<file path="src/rtl/core/u16u8_pkg.sv">
// Shared types and constants for the UTF-16 to UTF-8 transcoder.
`default_nettype none
package u16u8_pkg;

   localparam int QueueDepthDefault = 2;
   localparam int MaxBytes = 6;

   localparam logic [7:0] Lead4Byte = 8'hF0;
   localparam logic [7:0] Lead3Byte = 8'hE0;
   localparam logic [7:0] Lead2Byte = 8'hC0;
   localparam logic [7:0] ContByte  = 8'h80;

   localparam logic [5:0] HighSurrTag = 6'b110110;
   localparam logic [5:0] LowSurrTag  = 6'b110111;
   localparam logic [20:0] SuppBase   = 21'h10000;

   // One classified unit: up to six bytes in output order.
   typedef struct packed {
      logic [MaxBytes-1:0][7:0] bytes;
      logic [2:0]               count;
      logic                     last;
   } job_type;

endpackage
`default_nettype wire

</file>
<file path="src/rtl/core/u16u8_front.sv">
// Front end: accepts code units, tracks a held high surrogate, builds byte jobs.
`default_nettype none
module u16u8_front
   import u16u8_pkg::*;
(
   input  wire logic        clock,
   input  wire logic        reset,
   input  wire logic        req_valid,
   input  wire logic [15:0] req_code_unit,
   input  wire logic        req_last_unit,
   input  wire logic        queue_full,
   output logic             req_stall,
   output logic             push,
   output job_type          push_job
);

   logic       held_valid_ff, held_valid_in;
   logic [9:0] held_bits_ff, held_bits_in;

   logic            accept;
   logic            is_high, is_low;
   logic [20:0]     pair_cp;
   logic [15:0]     held_unit;
   logic [2:0][7:0] new_bytes;
   logic [2:0]      new_count;
   logic            new_hold;

   function automatic logic [2:0][7:0] enc3(input logic [15:0] ch);
      logic [2:0][7:0] b;
      b[0] = Lead3Byte | {4'b0, ch[15:12]};
      b[1] = ContByte  | {2'b0, ch[11:6]};
      b[2] = ContByte  | {2'b0, ch[5:0]};
      return b;
   endfunction

   assign req_stall = queue_full;
   assign accept    = req_valid && !queue_full;
   assign push      = accept && (push_job.count != 3'd0);

   always_comb begin
      is_high   = (req_code_unit[15:10] == HighSurrTag);
      is_low    = (req_code_unit[15:10] == LowSurrTag);
      pair_cp   = SuppBase + {1'b0, held_bits_ff, req_code_unit[9:0]};
      held_unit = {HighSurrTag, held_bits_ff};
      new_hold  = 1'b0;
      new_bytes = '0;

      if (req_code_unit < 16'h0080) begin
         new_bytes[0] = {1'b0, req_code_unit[6:0]};
         new_count    = 3'd1;
      end else if (req_code_unit < 16'h0800) begin
         new_bytes[0] = Lead2Byte | {3'b0, req_code_unit[10:6]};
         new_bytes[1] = ContByte  | {2'b0, req_code_unit[5:0]};
         new_count    = 3'd2;
      end else if (is_high && !req_last_unit) begin
         new_count = 3'd0;
         new_hold  = 1'b1;
      end else begin
         new_bytes = enc3(req_code_unit);
         new_count = 3'd3;
      end

      push_job.bytes = '0;
      push_job.last  = req_last_unit;
      if (held_valid_ff && is_low) begin
         push_job.bytes[0] = Lead4Byte | {5'b0, pair_cp[20:18]};
         push_job.bytes[1] = ContByte  | {2'b0, pair_cp[17:12]};
         push_job.bytes[2] = ContByte  | {2'b0, pair_cp[11:6]};
         push_job.bytes[3] = ContByte  | {2'b0, pair_cp[5:0]};
         push_job.count    = 3'd4;
      end else if (held_valid_ff) begin
         // The held surrogate is unpaired: flush it ahead of this unit.
         push_job.bytes[2:0] = enc3(held_unit);
         push_job.bytes[5:3] = new_bytes;
         push_job.count      = 3'd3 + new_count;
      end else begin
         push_job.bytes[2:0] = new_bytes;
         push_job.count      = new_count;
      end
   end

   always_comb begin
      held_valid_in = held_valid_ff;
      held_bits_in  = held_bits_ff;
      if (accept) begin
         if (new_hold && !(held_valid_ff && is_low)) begin
            held_valid_in = 1'b1;
            held_bits_in  = req_code_unit[9:0];
         end else begin
            held_valid_in = 1'b0;
            held_bits_in  = '0;
         end
      end
   end

   always_ff @(posedge clock) begin
      if (reset) begin
         held_valid_ff <= 1'b0;
         held_bits_ff  <= '0;
      end else begin
         held_valid_ff <= held_valid_in;
         held_bits_ff  <= held_bits_in;
      end
   end

endmodule
`default_nettype wire

</file>
<file path="src/rtl/core/u16u8_queue.sv">
// Small job queue between the front end and the byte serializer.
`default_nettype none
module u16u8_queue
   import u16u8_pkg::*;
#(
   parameter int QUEUE_DEPTH = QueueDepthDefault
) (
   input  wire logic    clock,
   input  wire logic    reset,
   input  wire logic    push,
   input  wire job_type push_job,
   input  wire logic    pop,
   output logic         full,
   output logic         head_valid,
   output job_type      head_job
);

   localparam int PtrW = (QUEUE_DEPTH > 1) ? $clog2(QUEUE_DEPTH) : 1;
   localparam int CntW = $clog2(QUEUE_DEPTH + 1);

   job_type         mem_ff [QUEUE_DEPTH];
   logic [PtrW-1:0] wr_ptr_ff, wr_ptr_in;
   logic [PtrW-1:0] rd_ptr_ff, rd_ptr_in;
   logic [CntW-1:0] count_ff, count_in;

   assign full       = (count_ff == CntW'(QUEUE_DEPTH));
   assign head_valid = (count_ff != '0);
   assign head_job   = mem_ff[rd_ptr_ff];

   function automatic logic [PtrW-1:0] next_ptr(input logic [PtrW-1:0] p);
      return (p == PtrW'(QUEUE_DEPTH - 1)) ? '0 : p + PtrW'(1);
   endfunction

   always_comb begin
      wr_ptr_in = push ? next_ptr(wr_ptr_ff) : wr_ptr_ff;
      rd_ptr_in = pop  ? next_ptr(rd_ptr_ff) : rd_ptr_ff;
      count_in  = count_ff;
      if (push && !pop) begin
         count_in = count_ff + CntW'(1);
      end else if (pop && !push) begin
         count_in = count_ff - CntW'(1);
      end
   end

   always_ff @(posedge clock) begin
      if (push) begin
         mem_ff[wr_ptr_ff] <= push_job;
      end
   end

   always_ff @(posedge clock) begin
      if (reset) begin
         wr_ptr_ff <= '0;
         rd_ptr_ff <= '0;
         count_ff  <= '0;
      end else begin
         wr_ptr_ff <= wr_ptr_in;
         rd_ptr_ff <= rd_ptr_in;
         count_ff  <= count_in;
      end
   end

endmodule
`default_nettype wire

</file>
<file path="src/rtl/core/u16u8_back.sv">
// Back end: walks the head job one byte per cycle into the output register while the receiver does not stall.
`default_nettype none
module u16u8_back
   import u16u8_pkg::*;
(
   input  wire logic    clock,
   input  wire logic    reset,
   input  wire logic    head_valid,
   input  wire job_type head_job,
   output logic         pop,
   output logic         rsp_valid,
   input  wire logic    rsp_stall,
   output logic [7:0]   rsp_out_byte,
   output logic         rsp_run_last,
   output logic         rsp_string_end
);

   logic [2:0] idx_ff, idx_in;
   logic       valid_ff, valid_in;
   logic [7:0] byte_ff;
   logic       run_last_ff, string_end_ff;
   logic       advance, fin;

   assign advance = head_valid && (!valid_ff || !rsp_stall);
   assign fin     = (idx_ff == head_job.count - 3'd1);
   assign pop     = advance && fin;

   always_comb begin
      idx_in = idx_ff;
      if (advance) begin
         idx_in = fin ? 3'd0 : idx_ff + 3'd1;
      end
      valid_in = valid_ff;
      if (advance) begin
         valid_in = 1'b1;
      end else if (!rsp_stall) begin
         valid_in = 1'b0;
      end
   end

   always_ff @(posedge clock) begin
      if (reset) begin
         idx_ff   <= '0;
         valid_ff <= 1'b0;
      end else begin
         idx_ff   <= idx_in;
         valid_ff <= valid_in;
      end
   end

   always_ff @(posedge clock) begin
      if (advance) begin
         byte_ff       <= head_job.bytes[idx_ff];
         run_last_ff   <= fin;
         string_end_ff <= fin && head_job.last;
      end
   end

   assign rsp_valid      = valid_ff;
   assign rsp_out_byte   = byte_ff;
   assign rsp_run_last   = run_last_ff;
   assign rsp_string_end = string_end_ff;

endmodule
`default_nettype wire

</file>
<file path="src/rtl/core/utf16_to_utf8_transcoder_top.sv">
// UTF-16 to UTF-8 transcoder top level.
//
// Input channel (req_): one 16-bit code unit per beat plus a flag for the last
// unit of a string. Output channel (rsp_): one UTF-8 byte per beat, with
// run_last on the final byte caused by an input unit and string_end on the
// final byte of the string. A high surrogate that is not the last unit of its
// string produces no bytes until the next unit shows whether it is paired; an
// unpaired one is flushed as three bytes. The front end classifies each unit
// combinationally and queues a job of up to six bytes; the back end sends one
// byte per cycle from the queue head while the receiver does not stall.
// Each accepted job is written into the queue; its bytes then pass from the
// queue head through the output register. A unit gives up to four bytes (up to
// six when a held surrogate is flushed). The front end stalls only when the job
// queue is full. Reset clears the held surrogate, the queue and the output
// valid flag. When the receiver stalls, the current byte holds on the rsp_
// ports and the queue fills, after which req_stall rises.
`default_nettype none
module utf16_to_utf8_transcoder_top
   import u16u8_pkg::*;
#(
   parameter int QUEUE_DEPTH = QueueDepthDefault
) (
   input  wire logic        clock,
   input  wire logic        reset,
   input  wire logic        req_valid,
   output logic             req_stall,
   input  wire logic [15:0] req_code_unit,
   input  wire logic        req_last_unit,
   output logic             rsp_valid,
   input  wire logic        rsp_stall,
   output logic [7:0]       rsp_out_byte,
   output logic             rsp_run_last,
   output logic             rsp_string_end
);

   logic    push, pop, queue_full, head_valid;
   job_type push_job, head_job;

   u16u8_front u_front (
      .clock         (clock),
      .reset         (reset),
      .req_valid     (req_valid),
      .req_code_unit (req_code_unit),
      .req_last_unit (req_last_unit),
      .queue_full    (queue_full),
      .req_stall     (req_stall),
      .push          (push),
      .push_job      (push_job)
   );

   u16u8_queue #(
      .QUEUE_DEPTH (QUEUE_DEPTH)
   ) u_queue (
      .clock      (clock),
      .reset      (reset),
      .push       (push),
      .push_job   (push_job),
      .pop        (pop),
      .full       (queue_full),
      .head_valid (head_valid),
      .head_job   (head_job)
   );

   u16u8_back u_back (
      .clock          (clock),
      .reset          (reset),
      .head_valid     (head_valid),
      .head_job       (head_job),
      .pop            (pop),
      .rsp_valid      (rsp_valid),
      .rsp_stall      (rsp_stall),
      .rsp_out_byte   (rsp_out_byte),
      .rsp_run_last   (rsp_run_last),
      .rsp_string_end (rsp_string_end)
   );

endmodule
`default_nettype wire

</file>
<file path="config.mk">
export PLATFORM = sky130hd
export DESIGN_NAME = utf16_to_utf8_transcoder_top
export DESIGN_NICKNAME = d
export VERILOG_FILES = /design/src/rtl/core/u16u8_pkg.sv /design/src/rtl/core/u16u8_front.sv /design/src/rtl/core/u16u8_queue.sv /design/src/rtl/core/u16u8_back.sv /design/src/rtl/core/utf16_to_utf8_transcoder_top.sv
export SDC_FILE = /design/constraint.sdc
export NUM_CORES = 1
export LEC_CHECK = 0
export BUFFER_PORTS_ARGS = -buffer_cell sky130_fd_sc_hd__buf_2
export CAP_MARGIN = 20
export CORE_MARGIN = 3
export CORE_UTILIZATION = 60
export CTS_CLUSTER_DIAMETER = 200
export DETAILED_ROUTE_END_ITERATION = 10
export PLACE_DENSITY = 0.78
export SYNTH_ARGS = -nofsm -noshare
export SYNTH_HDL_FRONTEND = slang
export SYNTH_HIERARCHICAL = 1
export SYNTH_SLANG_ARGS = --single-unit
</file>
<file path="constraint.sdc">
create_clock -name clock -period 5.72 [get_ports clock]
set_input_delay 0.286 -clock clock [delete_from_list [all_inputs] [get_ports clock]]
set_output_delay 0.286 -clock clock [all_outputs]
set_load 0.01 [all_outputs]
</file>
# [Yosys cells after proc, flatten, opt, wreduce, memory -nomap -nowiden]
# Memories as Yosys holds them, arrays and structs flattened. A register that Yosys moved wholly into a read port is not among the register bits.
# Cells that the tools add are included.
[word_totals] latch_bits=0 output_inout_bits=12 input_bits=21 mem_count=1 mem_bits_rw=104 word_cells=80 regBits=29 mem_bits_ro=0
[memory_table] name="u_queue.mem_ff" depth=2 width=52 rd=1 rd_ports_with_merged_regs=1 wr=1 line_no="u16u8_queue.sv:21" source="job_type mem_ff [QUEUE_DEPTH];"
[classes] n_eq_ne=5 n_mul=0 bitwise=0 reduce_logical=21 div=0 n_shift=0 order_cmp=3 mux=32 n_addsub=8
[op_table] operator="$mux W24" count=4
[op_table] operator="$mux W16" count=3
[op_table] operator="$mux W35" count=1
[op_table] operator="$mux W27" count=1
[op_table] operator="$bmux W8 S3" count=1
[op_table] operator="$mux W8" count=3
[op_table] operator="$add A17 B20 Y21 const A" count=1
[op_table] operator="$lt A16 B12 Y1 const B" count=1
[op_table] operator="$lt A16 B8 Y1 const B" count=1
[op_table] operator="$eq A6 B6 Y1 const B" count=2
[op_table] operator="$mux W1" count=12
[op_table] operator="$logic_and A1 B1 Y1" count=10
[op_table] operator="$mux W10" count=1
[op_table] operator="$mux W2" count=5
[op_table] operator="$logic_not A1 Y1" count=7
[op_table] operator="$lt A3 B4 Y1 const B" count=1
[op_table] operator="$reduce_bool A2 Y1" count=2
[op_table] operator="$add A2 B3 Y3 const A" count=1
[op_table] operator="$add A3 B1 Y3 const B" count=1
[op_table] operator="$eq A3 B3 Y1" count=1
[op_table] operator="$mux W3" count=1
[op_table] operator="$reduce_bool A3 Y1" count=1
[op_table] operator="$sub A3 B1 Y3 const B" count=1
[op_table] operator="$add A1 B1 Y1 const B" count=2
[op_table] operator="other kinds (5)" count=5

# [Longest topological paths before layout]
[logic_depth] depth_word=15 depth_mapped=12 ltp_nobuf=10

# [By module]
# The synthesis kept the hierarchy.
[by_module_without_submodules] mod="u16u8_queue" area_each_um2=3980.1 cells_per_inst=184 n_inst=1 seq_area_each_um2=3223.1
[by_module_without_submodules] mod="u16u8_front" area_each_um2=1372.6 cells_per_inst=194 n_inst=1 seq_area_each_um2=220.2
[by_module_without_submodules] mod="u16u8_back" area_each_um2=994.7 cells_per_inst=81 n_inst=1 seq_area_each_um2=380.4

# [Worst setup path before layout]
# OpenSTA, ideal clock, no wires.
[synth_path] path_kind="input to register" from="in req_code_unit[10]" to="mem u_queue/mem_ff[0][0] (netlist bit), enable pin" path_slack_ns=1.464 setup_time_ns=0.468 arrival_ns=3.788 stages=7 n_path_buf=3 path_cell_list="clkbuf_1 nor3b_1 and2_1 buf_2 buf_2 a21oi_1 nor2b_1"
[synth_between] elab_chain_len=12 elab_cells_between_ends=16 classes_between="add/sub: 1; order compare: 2; eq/ne: 2; mux: 7; reduce/logical: 4"
[synth_rtl] element="start: declaration" line_no="utf16_to_utf8_transcoder_top.sv:27" source="input wire logic [15:0] req_code_unit,"
[synth_rtl] element="parallel branches: the longest is 7 deep, another holds $lt A16 B12 Y1"
[synth_rtl] element="$mux W35 *" line_no="u16u8_front.sv:65" source="if (held_valid_ff && is_low) begin"
[synth_rtl] element="$reduce_bool A3 Y1 *" line_no="u16u8_front.sv:38" source="assign push = accept && (push_job.count != 3'd0);"
[synth_rtl] element="$logic_and A1 B1 Y1 *" line_no="u16u8_front.sv:38"
[synth_rtl] element="named net push" line_no="utf16_to_utf8_transcoder_top.sv:36" source="logic push, pop, queue_full, head_valid;"
[synth_rtl] element="$mux W1 *" line_no="u16u8_queue.sv:46" source="if (push) begin"
[synth_rtl] element="$mux W1 (not written as such) *" line_no="u16u8_queue.sv:47" source="mem_ff[wr_ptr_ff] <= push_job;"
[synth_rtl] element="end: declaration" line_no="u16u8_queue.sv:21"
# Mark *: on every way through the listed nets, which the timed path passes.

==> summary.txt <==
Status
  • Status: completed

GRT
  • Vias in the first global route: 3895
  • Overall Global Routing Usage: 24.12%
  • First-pass GRT wire length: 21000 um
  • Grt ovf: 0
  • Initial antenna violation count: 0
  • Largest net degree at the start of global routing: 45

Placed design
  • I/O Buffers: 32
  • DP Area: 6516 um^2
  • GPL Wtd Cong: 0.9412
  • Setup WS pre-CTS: 2.191 ns
  • Detailed placement HPWL: 8805 um
  • Inst Count DP: 599

Die
  • Site Rows: 36
  • Core ar.: 10040 um^2
  • I/O Pins: 33
  • Initial core utilization: 63.19%
  • Die Y: 108.9 um
  • Die W: 108.9 um
  • Die area: 11850 um^2

Job
  • Max-capacitance violation count: 0

Yosys
  • Largest cells by area after synthesis: edfxtp_1 (54%), mux2_2 (9.9%), dfxtp_1 (6.3%), mux2i_1 (2.4%), a21oi_1 (2.1%)
  • Mapped Cells: 459
  • Register bit total from synthesis: 134
  • Unique masters post-synth: 60
  • Syn_area_per_cell: 13.83 um^2
  • Number of synthesis warnings: 6
  • Cell accounting for the most synthesized area: edfxtp_1
  • Synth Flop Type: edfxtp_1
  • Post-synth EDFFs: 114
  • Synth top area share: 53.93%
  • Async SR Flop Fraction: 0%
  • Post-Synthesis Cell Area: 6347 um^2
  • Register area share after synthesis: 60.24%

Drt
  • DR WL/cell: 21.19 um
  • First-pass iteration count of the detailed router: 5
  • Vias/cell: 6.313
  • DRC: 0
  • Final ANT Viol Nets: 0
  • Routed WL: 13390 um
  • Routed via count: 3990
  • Initial drt markers: 381

STA
  • Final hold violation count: 0
  • RSZ-0062 raised after global routing: false
  • Final min period: 3.547 ns
  • Setup Skew: 0.004307 ns
  • F_max: 281.9 MHz
  • TNS Setup: 0 ns
  • Actual slew at the worst max-slew pin: 1.117 ns
  • Fin crit share: 62.01%
  • Hold slack: 0.03820 ns
  • Final setup fails: 0
  • Slew headroom: 24.84%
  • Setup ws final: 2.173 ns
  • Max-slew violation count: 0

Layout
  • Fin cells: 632
  • Proportion of layout cells with a drive suffix above 1: 27.86%
  • Post-layout util: 70.07%
  • Design area: 7038 um^2
  • Area Overhead vs Synth: 10.88%
  • Final #Nets: 511
  • FF/Latch Area: 3825 um^2
  • # fillers: 686
  • Antenna diodes: 0
  • Area occupied by multi-input gates: 2267 um^2

CTS
  • Setup repair bufs after CTS: 0
  • Reg clk slew, reported paths: 0.06 ns
  • CTS root buf: clkbuf_8
  • CTS tree: yes
  • Worst-Skew Late Latency: 0.51 ns
  • Worst-case clock buffer depth: 2
  • Clock sink count: 134
  • H-tree depth: 4
  • Inserted Clock Buffers: 17

Worst setup path
  • Crit. End Element: flop
  • CP peak stage delay: 0.51 ns
  • Worst-path fanout max: 44
  • Crit Path Class: reg2reg
  • Startpoint Class: flop
  • Arrival @ worst endpoint: 3.99 ns
  • Worst-path cell with the longest stage delay: buf_4
  • Worst EP required: 6.17 ns
  • CP cell instances: buf_4, mux2_2, inv_1, ha_1, xor3_1, nor4_1, inv_1, ha_1, or3_1, a21oi_1

Worst hold path
  • Hold crit path type: in2reg

Pwr
  • Cell area power density: 406.2 nW/um^2
  • Power, Total: 2.859 mW
  • Leak: 2.408 nW
  • Maximum VDD drop: 0.0002478 V
-- worst paths after layout --
check	start	endpoint	slack, ns	depth (start not counted)
setup / recovery	flop	u_queue/count_ff[1]	2.17	10
hold / removal	req_last_unit	u_queue/mem_ff[1][0]	0.04	1
setup reg to reg	flop	u_queue/count_ff[1]	2.17	10
hold reg to reg	u_front/held_bits_ff[5]	u_front/held_bits_ff[5]	0.48	2
-- power breakdown --
group | switching (mW) | internal [mW]
clock network | 0.374 | 0.563
registers | 0.0584 | 1.26
logic | 0.347 | 0.260
total | 0.779 | 2.08
-- layout by cell type (no fill, tap or decap), types with 3 or more instances in the layout --
| cell type | n |
|---|---|
| buf_4 | 5 |
| dfxtp_1 | 19 |
| ha_1 | 4 |
| mux2i_1 | 15 |
| o22ai_1 | 9 |
| clkinvlp_4 | 3 |
| clkinv_1 | 7 |
| conb_1 | 4 |
| mux2_2 | 56 |
| and3_2 | 3 |
| a22oi_1 | 3 |
| inv_1 | 15 |
| nor4_1 | 3 |
| clkbuf_16 | 16 |
| clkinv_2 | 3 |
| xor2_1 | 4 |
| nand3_1 | 17 |
| xnor2_1 | 5 |
| o2bb2ai_1 | 6 |
| and3_1 | 3 |
| mux4_2 | 3 |
| mux4_1 | 5 |
| nor2_1 | 16 |
| o31ai_1 | 3 |
| a21oi_1 | 27 |
| a31oi_1 | 5 |
| buf_2 | 32 |
| and2_1 | 12 |
| edfxtp_1 | 114 |
| nor3_1 | 4 |
| nand2_1 | 25 |
| o21ai_0 | 7 |
| a221o_1 | 4 |
-- worst max-delay path, delay by kind of cell, from the launching register on --
kind            cells  cell delay [ns]
compound gates      1             0.14
simple gates        2             0.77
mux                 1             0.44
buf+inv             3             0.68
flops               1             0.43
xor+xnor            1             0.42
fa+ha+maj           2             0.58
-- cell usage after synthesis, types with 4 or more instances --
| library cell | n |
|---|---|
| o21ai_0 | 7 |
| edfxtp_1 | 114 |
| nor3_1 | 4 |
| xor2_1 | 4 |
| o22ai_1 | 9 |
| o2bb2ai_1 | 6 |
| a31oi_1 | 5 |
| mux4_1 | 5 |
| and2_1 | 13 |
| mux2_2 | 56 |
| nor2_1 | 16 |
| ha_1 | 4 |
| dfxtp_1 | 20 |
| inv_1 | 15 |
| a221o_1 | 4 |
| a21oi_1 | 27 |
| buf_6 | 7 |
| mux2i_1 | 15 |
| xnor2_1 | 5 |
| clkbuf_1 | 8 |
| buf_4 | 8 |
| nand3_1 | 17 |
| buf_2 | 8 |
| nand2_1 | 25 |
-- cells by family after synthesis --
logic type	synth area share (%)
AO/OA/AOI/OAI	8.358
XOR/XNOR	1.873
adder cells (fa/ha/maj)	0.7885
buffers and inverters	4.356
flip-flops	60.24
multiplexers	15.43
other	0.05908
AND/OR/NAND/NOR	8.891
-- registers in the layout (all words and copies together) (netlist names), named ones only --
name,flops
u_back/idx_ff,3
u_back/rsp_out_byte,8
u_back/rsp_run_last,1
u_back/rsp_string_end,1
u_back/rsp_valid,1
u_front/held_bits_ff,10
u_front/held_valid_ff,1
u_queue/count_ff,2
u_queue/mem_ff,104
u_queue/rd_ptr_ff,1
u_queue/wr_ptr_ff,1
-- routing by layer --
| layer | track usage [%] | vias up | wire length, um |
|---|---|---|---|
| li1 | - | 1805 | - |
| met1 | 32.16 | 1963 | 5523 |
| met2 | 39.59 | 200 | 6648 |
| met3 | 6.098 | 22 | 998 |
| met4 | 6.853 | 0 | 220 |
| met5 | 0 | - | 0 |
-- area by class of cell --
type / instances / area share (%)
clock buffers: 19 / 5.991
clock inverters: 13 / 1.280
inverters: 16 / 0.8533
multi-input cells: 279 / 32.21
flip-flops and latches: 134 / 54.35
well taps: 133 / 2.364
repair buffers: 38 / 2.951
-- timing repair --
item	CTS	global route
hold buffers	1	0
hold endpoints to repair	1	0
gates resized for setup	0	0
(Power assumes the default switching activity.)
